==> src/hdl/shcf_pkg.sv <==
// Shared types, codes and the byte-wide CRC-16-CCITT update for the sync header framer.
// No dependencies; imported by sync_header_crc_framer.
package shcf_pkg;

   // Item mode codes
   typedef enum logic [1:0] {
      MODE_START   = 2'd0,
      MODE_PAYLOAD = 2'd1,
      MODE_CLEAR   = 2'd2
   } mode_type;

   // Configuration register indexes
   typedef enum logic [1:0] {
      CSR_SYNC_FIRST  = 2'd0,
      CSR_SYNC_SECOND = 2'd1,
      CSR_CRC_INITIAL = 2'd2
   } csr_index_type;

   localparam logic [7:0]  SYNC_FIRST_RESET  = 8'hAA;
   localparam logic [7:0]  SYNC_SECOND_RESET = 8'h55;
   localparam logic [15:0] CRC_INITIAL_RESET = 16'hFFFF;
   localparam logic [15:0] CRC_POLY          = 16'h1021;

   // Header byte positions within a start item
   localparam logic [2:0] HDR_SYNC_FIRST  = 3'd0;
   localparam logic [2:0] HDR_SYNC_SECOND = 3'd1;
   localparam logic [2:0] HDR_TYPE        = 3'd2;
   localparam logic [2:0] HDR_SEQUENCE    = 3'd3;
   localparam logic [2:0] HDR_LENGTH_LO   = 3'd4;
   localparam logic [2:0] HDR_LENGTH_HI   = 3'd5;
   localparam logic [2:0] HDR_CRC_LO      = 3'd6;
   localparam logic [2:0] HDR_CRC_HI      = 3'd7;

   // Result fields of one output item
   typedef struct packed {
      logic [7:0] out_byte;
      logic       frame_end;
      logic       run_last;
      logic       stray_error;
      logic       abandoned;
   } result_type;

   // One byte into CRC-16-CCITT, MSB first
   function automatic logic [15:0] crc_feed(input logic [15:0] crc, input logic [7:0] data);
      logic [15:0] c;
      c = crc ^ {data, 8'h00};
      for (int k = 0; k < 8; k++) begin
         if (c[15]) begin
            c = {c[14:0], 1'b0} ^ CRC_POLY;
         end else begin
            c = {c[14:0], 1'b0};
         end
      end
      return c;
   endfunction

endpackage

==> src/hdl/sync_header_crc_framer.sv <==
// Frame builder: six-byte header, payload pass-through and CRC-16-CCITT trailer.
// Depends on shcf_pkg (mode codes, register indexes, result struct, crc_feed).
//
// Usage:
//   req_* carries one item per valid/ready handshake: a start (type, length),
//   a payload byte, or a sequence clear. rsp_* delivers the framed byte stream,
//   one byte per handshake, with frame_end, run_last, stray_error and abandoned
//   flags. csr_* writes sync_first, sync_second and crc_initial; the user must
//   write them only while idle; the block does not enforce it. The first
//   result of an item passes the item register, then the result register,
//   before it is on rsp_*. One result per cycle while the receiver does not
//   stall; an item holds the item register until its last result leaves.
//   A start yields six results (eight with zero length), a payload byte one
//   (three when it closes the frame), a clear none. The byte sequencer drives
//   the single result register; the CRC is updated as each byte leaves.
//   Reset (synchronous) empties both registers, zeroes the sequence number,
//   closes any frame and restores the register defaults.
//   When the receiver stalls, the result register holds its item, the
//   sequencer waits and req_ready drops once the held item is pending.
module sync_header_crc_framer
   import shcf_pkg::*;
(
   input  logic        clock,
   input  logic        reset,
   // input channel
   input  logic        req_valid,
   output logic        req_ready,
   input  logic [1:0]  req_mode,
   input  logic [7:0]  req_frame_type,
   input  logic [15:0] req_frame_length,
   input  logic [7:0]  req_payload_byte,
   // result channel
   output logic        rsp_valid,
   input  logic        rsp_ready,
   output logic [7:0]  rsp_out_byte,
   output logic        rsp_frame_end,
   output logic        rsp_run_last,
   output logic        rsp_stray_error,
   output logic        rsp_abandoned,
   // configuration port
   input  logic        csr_write_enable,
   input  logic [1:0]  csr_index,
   input  logic [15:0] csr_write_data
);

   // configuration registers
   logic [7:0]  sync_first_ff;
   logic [7:0]  sync_second_ff;
   logic [15:0] crc_initial_ff;

   // held input item
   logic        item_valid_ff;
   logic [1:0]  item_mode_ff;
   logic [7:0]  item_type_ff;
   logic [15:0] item_length_ff;
   logic [7:0]  item_byte_ff;
   logic [2:0]  item_index_ff, item_index_in;

   // framing state
   logic [7:0]  sequence_ff, sequence_in;
   logic [15:0] crc_ff, crc_in;
   logic [15:0] remaining_ff, remaining_in;
   logic        open_ff, open_in;

   // result register
   logic        rsp_valid_ff;
   result_type  rsp_ff;

   // sequencer outputs
   result_type  result;
   logic        emits;
   logic        item_last;
   logic        can_emit;
   logic        item_done;
   logic        req_accept;
   logic [15:0] remaining_dec;

   assign can_emit      = !rsp_valid_ff || rsp_ready;
   assign remaining_dec = remaining_ff - 16'd1;

   // byte sequencer: what the current item gives at its current index
   always_comb begin
      result        = '0;
      emits         = 1'b0;
      item_last     = 1'b0;
      sequence_in   = sequence_ff;
      crc_in        = crc_ff;
      remaining_in  = remaining_ff;
      open_in       = open_ff;
      unique case (item_mode_ff)
         MODE_START: begin
            emits = 1'b1;
            unique case (item_index_ff)
               HDR_SYNC_FIRST: begin
                  result.out_byte  = sync_first_ff;
                  result.abandoned = open_ff;
                  crc_in           = crc_initial_ff;
               end
               HDR_SYNC_SECOND: begin
                  result.out_byte = sync_second_ff;
               end
               HDR_TYPE: begin
                  result.out_byte = item_type_ff;
                  crc_in          = crc_feed(crc_ff, item_type_ff);
               end
               HDR_SEQUENCE: begin
                  result.out_byte = sequence_ff;
                  crc_in          = crc_feed(crc_ff, sequence_ff);
                  sequence_in     = sequence_ff + 8'd1;
               end
               HDR_LENGTH_LO: begin
                  result.out_byte = item_length_ff[7:0];
                  crc_in          = crc_feed(crc_ff, item_length_ff[7:0]);
               end
               HDR_LENGTH_HI: begin
                  result.out_byte = item_length_ff[15:8];
                  crc_in          = crc_feed(crc_ff, item_length_ff[15:8]);
                  if (item_length_ff != 16'd0) begin
                     result.run_last = 1'b1;
                     item_last       = 1'b1;
                     open_in         = 1'b1;
                     remaining_in    = item_length_ff;
                  end
               end
               HDR_CRC_LO: begin
                  result.out_byte = crc_ff[7:0];
               end
               HDR_CRC_HI: begin
                  result.out_byte  = crc_ff[15:8];
                  result.frame_end = 1'b1;
                  result.run_last  = 1'b1;
                  item_last        = 1'b1;
                  open_in          = 1'b0;
                  remaining_in     = 16'd0;
               end
               default: ;
            endcase
         end
         MODE_PAYLOAD: begin
            emits = 1'b1;
            priority if (!open_ff) begin
               // stray byte: flag it, state untouched
               result.stray_error = 1'b1;
               result.run_last    = 1'b1;
               item_last          = 1'b1;
            end else if (item_index_ff == 3'd0) begin
               result.out_byte = item_byte_ff;
               crc_in          = crc_feed(crc_ff, item_byte_ff);
               remaining_in    = remaining_dec;
               if (remaining_dec != 16'd0) begin
                  result.run_last = 1'b1;
                  item_last       = 1'b1;
               end
            end else if (item_index_ff == 3'd1) begin
               result.out_byte = crc_ff[7:0];
            end else begin
               result.out_byte  = crc_ff[15:8];
               result.frame_end = 1'b1;
               result.run_last  = 1'b1;
               item_last        = 1'b1;
               open_in          = 1'b0;
               remaining_in     = 16'd0;
            end
         end
         MODE_CLEAR: begin
            item_last   = 1'b1;
            sequence_in = 8'd0;
         end
         default: begin
            item_last = 1'b1;
         end
      endcase
   end

   // an item leaves when its last byte goes out, or at once if it yields none
   assign item_done  = item_valid_ff && item_last && (!emits || can_emit);
   assign req_ready  = !item_valid_ff || item_done;
   assign req_accept = req_valid && req_ready;

   always_comb begin
      item_index_in = item_index_ff;
      if (item_done) begin
         item_index_in = 3'd0;
      end else if (item_valid_ff && emits && can_emit) begin
         item_index_in = item_index_ff + 3'd1;
      end
   end

   // configuration registers
   always_ff @(posedge clock) begin
      if (reset) begin
         sync_first_ff  <= SYNC_FIRST_RESET;
         sync_second_ff <= SYNC_SECOND_RESET;
         crc_initial_ff <= CRC_INITIAL_RESET;
      end else if (csr_write_enable) begin
         unique case (csr_index)
            CSR_SYNC_FIRST:  sync_first_ff  <= csr_write_data[7:0];
            CSR_SYNC_SECOND: sync_second_ff <= csr_write_data[7:0];
            CSR_CRC_INITIAL: crc_initial_ff <= csr_write_data;
            default: ;
         endcase
      end
   end

   // item register and framing state
   always_ff @(posedge clock) begin
      if (reset) begin
         item_valid_ff <= 1'b0;
         item_index_ff <= 3'd0;
         sequence_ff   <= 8'd0;
         crc_ff        <= CRC_INITIAL_RESET;
         remaining_ff  <= 16'd0;
         open_ff       <= 1'b0;
      end else begin
         item_index_ff <= item_index_in;
         if (req_accept) begin
            item_valid_ff <= 1'b1;
         end else if (item_done) begin
            item_valid_ff <= 1'b0;
         end
         if (item_valid_ff && (!emits || can_emit)) begin
            sequence_ff  <= sequence_in;
            crc_ff       <= crc_in;
            remaining_ff <= remaining_in;
            open_ff      <= open_in;
         end
      end
   end

   always_ff @(posedge clock) begin
      if (req_accept) begin
         item_mode_ff   <= req_mode;
         item_type_ff   <= req_frame_type;
         item_length_ff <= req_frame_length;
         item_byte_ff   <= req_payload_byte;
      end
   end

   // result register
   always_ff @(posedge clock) begin
      if (reset) begin
         rsp_valid_ff <= 1'b0;
      end else if (can_emit) begin
         rsp_valid_ff <= item_valid_ff && emits;
      end
   end

   always_ff @(posedge clock) begin
      if (can_emit && item_valid_ff && emits) begin
         rsp_ff <= result;
      end
   end

   assign rsp_valid       = rsp_valid_ff;
   assign rsp_out_byte    = rsp_ff.out_byte;
   assign rsp_frame_end   = rsp_ff.frame_end;
   assign rsp_run_last    = rsp_ff.run_last;
   assign rsp_stray_error = rsp_ff.stray_error;
   assign rsp_abandoned   = rsp_ff.abandoned;

   // checks
   a_end_is_last: assert property (@(posedge clock) disable iff (reset)
      rsp_valid_ff && rsp_ff.frame_end |-> rsp_ff.run_last)
      else $error("frame end without run_last");

   a_stray_alone: assert property (@(posedge clock) disable iff (reset)
      rsp_valid_ff && rsp_ff.stray_error |->
         rsp_ff.run_last && (rsp_ff.out_byte == 8'd0) && !rsp_ff.frame_end)
      else $error("stray result malformed");

   a_index_idle: assert property (@(posedge clock) disable iff (reset)
      !item_valid_ff |-> (item_index_ff == 3'd0))
      else $error("byte index moved with no item held");

   a_closed_after_end: assert property (@(posedge clock) disable iff (reset)
      item_valid_ff && emits && can_emit && result.frame_end |=>
         !open_ff && (remaining_ff == 16'd0))
      else $error("frame still open after its crc");

   a_abandon_first: assert property (@(posedge clock) disable iff (reset)
      rsp_valid_ff && rsp_ff.abandoned |->
         !rsp_ff.frame_end && !rsp_ff.stray_error && !rsp_ff.run_last)
      else $error("abandoned flag on a wrong byte");

endmodule
==> config.mk <==
export PLATFORM = sky130hd
export DESIGN_NAME = sync_header_crc_framer
export DESIGN_NICKNAME = d
export VERILOG_FILES = /design/src/hdl/shcf_pkg.sv /design/src/hdl/sync_header_crc_framer.sv
export SDC_FILE = /design/constraint.sdc
export NUM_CORES = 1
export LEC_CHECK = 0
export BUFFER_PORTS_ARGS = -buffer_cell sky130_fd_sc_hd__buf_2
export CELL_PAD_IN_SITES_DETAIL_PLACEMENT = 1
export CELL_PAD_IN_SITES_GLOBAL_PLACEMENT = 2
export CORE_MARGIN = 1
export CORE_UTILIZATION = 35
export DETAILED_ROUTE_END_ITERATION = 6
export PLACE_DENSITY_LB_ADDON = 0.3
export SLEW_MARGIN = 10
export SYNTH_ARGS = -nofsm -noshare
export SYNTH_HDL_FRONTEND = slang
export SYNTH_SLANG_ARGS = --single-unit
==> constraint.sdc <==
create_clock -name clock -period 9.9 [get_ports clock]
set_input_delay 0.495 -clock clock [delete_from_list [all_inputs] [get_ports clock]]
set_output_delay 0.495 -clock clock [all_outputs]
set_load 0.05 [all_outputs]
Word level (Yosys, flattened, before mapping):

Cells that the tools add are included.
Widths: inputs -> output; s select.

* bits in writable memories: 0
* register bits after elaboration: 124
* memories kept: 0
* logic and storage cells: 273
* memory bits (read-only): 0
* output and inout port bits: 14
* bits in latches: 0
* bits of input ports: 57

* $mul: 0
* div/mod/pow operators: 0
* order comparisons: 0
* shift operators: 0
* reductions and logical operators: 32
* bitwise operators: 45
* $add $sub $neg: 3
* equality and inequality tests: 18
* muxes and demuxes: 156

Operators by type and width (count)
* $mux 16: 83
* $mux 13: 40
* $not 3->3: 40
* $pmux 16 s2: 3
* $pmux 16 s5: 1
* $xor 16x16->16: 5
* $pmux 8 s8: 1
* $reduce_bool 16->1: 2
* $mux 8: 3
* $pmux 10 s2: 1
* $mux 1: 17
* $pmux 8 s2: 1
* $sub 16x1->16 const B: 1
* $eq 3x3->1 const B: 4
* $mux 9: 1
* $add 8x1->8 const B: 1
* $logic_and 1x1->1: 8
* $pmux 1 s2: 4
* $reduce_and 2->1: 4
* $eq 3x2->1 const B: 2
* $ne 3x3->1 const B: 2
* $ne 6x2->1 const B: 1
* $reduce_and 6->1: 1
* $reduce_bool 2->1: 3
* 16 further kinds: 25

Depth between registers and ports, before layout:

* depth after elaboration: 41
* gate-level depth with buffers: 12
* mapped depth without buffers: 8

Least setup slack after synthesis:

Ideal clock, no wire load.

* path type: reg-to-reg
* from: reg remaining_ff[0]
* to: reg item_byte_ff[0] (enable)
* arrival: 3.681 ns
* data required time: 9.464 ns
* stages on the path, launching flop included: 11
* period minus slack after synthesis: 4.117 ns
* path buffers: 2
* library setup time: 0.436 ns
* path slack: 5.783 ns
* cells stage by stage: dfxtp_1 -> inv_1 -> ha_1 -> buf_4 -> nor3b_2 -> buf_6 -> a32o_1 -> a32oi_1 -> nor4_4 -> a31o_2 -> a21oi_1

* cells in the longest elaborated chain, start to end: 10

RTL lines
* start: declaration: line sync_header_crc_framer.sv:62 `logic [15:0] remaining_ff, remaining_in;`
* start signal: assignment: line sync_header_crc_framer.sv:224 `remaining_ff <= remaining_in;`
* $sub 16x1->16: line sync_header_crc_framer.sv:79 `assign remaining_dec = remaining_ff - 16'd1;`
* $reduce_bool 16->1: line sync_header_crc_framer.sv:150 `if (remaining_dec != 16'd0) begin`
* $mux 1: line sync_header_crc_framer.sv:150
* $mux 1: line sync_header_crc_framer.sv:146 `end else if (item_index_ff == 3'd0) begin`
* $mux 1: line sync_header_crc_framer.sv:141 `priority if (!open_ff) begin`
* $pmux 1 s2: line sync_header_crc_framer.sv:90 `unique case (item_mode_ff)`
* $logic_and 1x1->1 (2 in series): line sync_header_crc_framer.sv:176 `assign item_done = item_valid_ff && item_last && (!emits || can_emit);`
* $logic_or 1x1->1: line sync_header_crc_framer.sv:177 `assign req_ready = !item_valid_ff || item_done;`
* $logic_and 1x1->1: line sync_header_crc_framer.sv:178 `assign req_accept = req_valid && req_ready;`
* via req_accept: line sync_header_crc_framer.sv:75 `logic req_accept;`
* end signal: assignment: line sync_header_crc_framer.sv:235 `item_byte_ff <= req_payload_byte;`
* end: declaration: line sync_header_crc_framer.sv:56 `logic [7:0] item_byte_ff;`

The timed path passes the listed nets, and every way through them passes these cells.
A chain may end at the register's enable or synchronous reset.

Worst setup path after layout:

* from: reg remaining_ff[0]
* to: out req_ready

* cells in the longest elaborated chain, start to end: 9

RTL lines
* $sub 16x1->16: line sync_header_crc_framer.sv:79
* $reduce_bool 16->1: line sync_header_crc_framer.sv:150
* $mux 1: line sync_header_crc_framer.sv:150
* $mux 1: line sync_header_crc_framer.sv:146
* $mux 1: line sync_header_crc_framer.sv:141
* $pmux 1 s2: line sync_header_crc_framer.sv:90
* $logic_and 1x1->1 (2 in series): line sync_header_crc_framer.sv:176
* $logic_or 1x1->1: line sync_header_crc_framer.sv:177
* end: declaration: line sync_header_crc_framer.sv:27 `output logic req_ready,`

No other way between the ends.

==> summary.md <==
| Metric | Value |
|---|---|
| Achievable clock frequency | 257.2 MHz |
| Hold Path Origin | req_frame_length[8] |
| Skew-Pair Late Insertion Delay | 0.43 ns |
| Dpl hpwl | 19620 um |
| CTS tree | done |
| Fraction of registers with async set/reset | 0% |
| VDD IR max | 0.08752 mV |
| Commonest non-fill, non-tap cell in the layout | nand2_1 |
| Post-synth EDFFs | 46 |
| Post-Syn Area per Cell | 9.059 um^2 |
| Most frequent cells in the layout | nand2_1, xnor2_1, dfxtp_1 |
| CP endpoint kind | output pin |
| Outcome | completed |
| Max Slew Vio Count | 0 |
| First-pass GRT wire length | 41930 um |
| NumNets Final | 929 |
| Fillers | 2470 |
| RD Place Congestion | 0.9019 |
| #FFs+latches synth | 124 |
| R2r startpoint | item_index_ff[1] |
| Wire per inst | 23.64 um |
| Worst slew pin tran | 1.021 ns |
| Sw Share | 30.65% |
| Reg-to-reg setup timing slack | 6.12 ns |
| Hold Crit Depth | 1 |
| Synthesized area | 7465 um^2 |
| Die Wd | 148.0 um |
| Sequential share of power | 41.8% |
| Fin cells | 1147 |
| Internal power | 0.9902 mW |
| Ports | 71 |
| Layout cell share with drive strength beyond 1 | 16.06% |
| Port Buffer Count | 70 |
| Fin crit period | 3.888 ns |
| # hold bufs at CTS | 0 |
| Seq/Total Area, Yosys | 39.42% |
| Design Power | 1.428 mW |
| Clk buf depth | 2 |
| Crit Path Max Fanout | 11 |
| Final setup fails | 0 |
| FF-to-FF path depth | 9 |
| Via count of the routed design | 6657 |
| CTS H-Tree Depth | 4 |
| Endpoints failing hold | 0 |
| Placed Cells | 1115 |
| Diode count | 0 |
| # resized after CTS | 0 |
| Net Sw Power | 0.4377 mW |
| Most used DFF post-synth | dfxtp_1 |
| CTS sink cnt | 124 |
| Remaining DRCs | 0 |
| Slew HR | 31.77% |
| Setup crit start | remaining_ff[0] |
| Yosys Warn Count | 0 |
| Data required, critical path | 9.41 ns |
| Min-delay worst type | input port to flop |
| Clk_skew | 0.006560 ns |
| Crit Path Class | flop to output pin |
| Vias in the first global route | 6833 |
| Global route overflow | 0 |
| Num CTS Buffers | 17 |
| Area taken by multi-input logic gates | 4195 um^2 |
| RSZ-0062 raised after global routing | no |
| Core Area | 20960 um^2 |
| Initial Util | 35.62% |
| Post-Synthesis Net Count | 894 |
| Row count | 53 |
| Root Driver | clkbuf_16 |
| Largest net degree at the start of global routing | 46 |
| Period Utilization, post-route | 39.28% |
| Setup Buffers After CTS | 0 |
| Dpl cell area | 7979 um^2 |
| Clock-pin slew on the worst setup and hold paths | 0.06 ns |
| Pleak | 3.182 nW |
| Chip height | 148.0 um |
| Post-route ant nets | 0 |
| Maxcap violations | 0 |
| Tot GR Track Use | 25.66% |
| CP Launch Type | flop |
| Vias/cell | 5.804 |
| WP data arrival | 3.39 ns |
| Sum Neg Setup Slack | 0 ns |
| Comb pwr share | 17.1% |
| Final instance area | 8521 um^2 |
| Netlist cell types | 77 |
| DRT Wirelength | 27120 um |
| Storage cell area | 2943 um^2 |
| PD cells | 167.6 nW/um^2 |
| Clock power share | 41.1% |
| Synth-to-Final Area Change | 14.15% |
| Initial DRC count | 713 |
| DRT Pass-1 Iters | 7 |
| Die Footprint | 21920 um^2 |
| Mapped Cells | 824 |
| Initial antenna violation count | 0 |
==> cell families after synthesis <==
kind of cell	count (synthesis)	share of synthesized area, %
buf+inv	82	4.609
fa+ha+maj	13	2.179
xor+xnor	110	13.11
flops	124	39.42
compound gates	225	21.42
mux	27	3.721
simple gates	243	15.54
==> state kept, by name (all words and copies together) (netlist names) <==
register         count
crc_initial_ff      16
sequence_ff          8
rsp_stray_error      1
rsp_run_last         1
sync_second_ff       8
rsp_abandoned        1
item_valid_ff        1
item_byte_ff         8
rsp_frame_end        1
rsp_valid            1
sync_first_ff        8
rsp_out_byte         8
item_length_ff      16
item_mode_ff         2
item_index_ff        3
remaining_ff        16
open_ff              1
crc_ff              16
item_type_ff         8
==> cell usage after synthesis (all sizes together), types with 3 or more instances <==
| master | n | area share [%] |
|---|---|---|
| a222oi | 11 | 1.5 |
| clkbuf | 46 | 2.3 |
| ha | 13 | 2.2 |
| xnor2 | 79 | 9.3 |
| nor2 | 65 | 3.3 |
| o21ai | 29 | 1.9 |
| nor4 | 9 | 1.4 |
| edfxtp | 46 | 19 |
| a22oi | 23 | 2.3 |
| a211oi | 15 | 1.6 |
| a2111oi | 6 | 0.87 |
| mux2 | 6 | 0.91 |
| a221oi | 5 | 0.59 |
| o211ai | 4 | 0.40 |
| a21o | 6 | 0.60 |
| a31oi | 14 | 1.2 |
| inv | 16 | 0.80 |
| nand2 | 93 | 4.7 |
| dfxtp | 78 | 21 |
| nor3 | 10 | 0.74 |
| nand4 | 6 | 0.50 |
| nand2b | 6 | 0.50 |
| a22o | 4 | 0.47 |
| a21oi | 51 | 3.5 |
| mux2i | 21 | 2.8 |
| a32oi | 4 | 0.47 |
| and2 | 3 | 0.25 |
| o22ai | 17 | 1.4 |
| xor2 | 31 | 3.8 |
| nor3b | 4 | 0.47 |
| or2 | 3 | 0.25 |
| o22a | 5 | 0.59 |
| nor2b | 9 | 0.75 |
| o311ai | 3 | 0.45 |
| a32o | 5 | 0.67 |
| buf | 19 | 1.4 |
| nand3 | 24 | 1.6 |
==> area by class of cell <==
type                    instances  area share [%]
clock buffers                  19           5.330
repair buffers                 81           5.081
clock inverters                13           1.028
flip-flops and latches        124           34.54
well taps                     275           4.038
multi-input cells             618           49.24
inverters                      17          0.7489
==> routing by layer <==
| metal | wire, um | global-route usage [%] | vias up | part of all wire [%] |
|---|---|---|---|---|
| met4 | 434 | 7.835 | 0 | 1.6 |
| met5 | 0 | 0 | - | 0 |
| li1 | - | - | 3069 | - |
| met2 | 12620 | 40.19 | 206 | 47 |
| met1 | 12640 | 35.76 | 3352 | 47 |
| met3 | 1419 | 4.506 | 30 | 5.2 |
==> worst max-delay path, stage by stage (launching register included) <==
cell     delay [ns]
dfxtp_1        0.38
inv_1          0.11
ha_1           0.33
nor3b_2        0.68
a21oi_2        0.12
o31a_1         0.35
nor4_4         0.40
a31o_2         0.29
nand2_1        0.07
buf_2          0.24
==> worst paths after layout <==
| path | end |
|---|---|
| worst min register to register | crc_initial_ff[4] |
| worst max register to register | item_type_ff[7] |
| worst max-delay path | req_ready |
| worst min-delay path | item_length_ff[8] |
==> power by group through the flow <==
stage	combinational [mW]	sequential (mW)	clock [mW]
2_1_floorplan	0.185	0.586	0
3_3_place_gp	0.234	0.606	0
3_5_place_dp	0.241	0.606	0
4_1_cts	0.244	0.595	0.597
5_1_grt	0.268	0.598	0.621
6_report	0.244	0.597	0.587
==> through the flow <==
stage	worst slack, ns	hold WS, ns	util, %
detailed placement	6.186	0.4583	38.08
global route	5.856	0.2178	40.66
CTS	6.043	0.2260	40.66
floorplan	5.783	0.4328	-
global placement	6.428	0.4538	38.08
finish	6.012	0.2404	40.66
No activity file was read; power rests on OpenSTA's default activity.
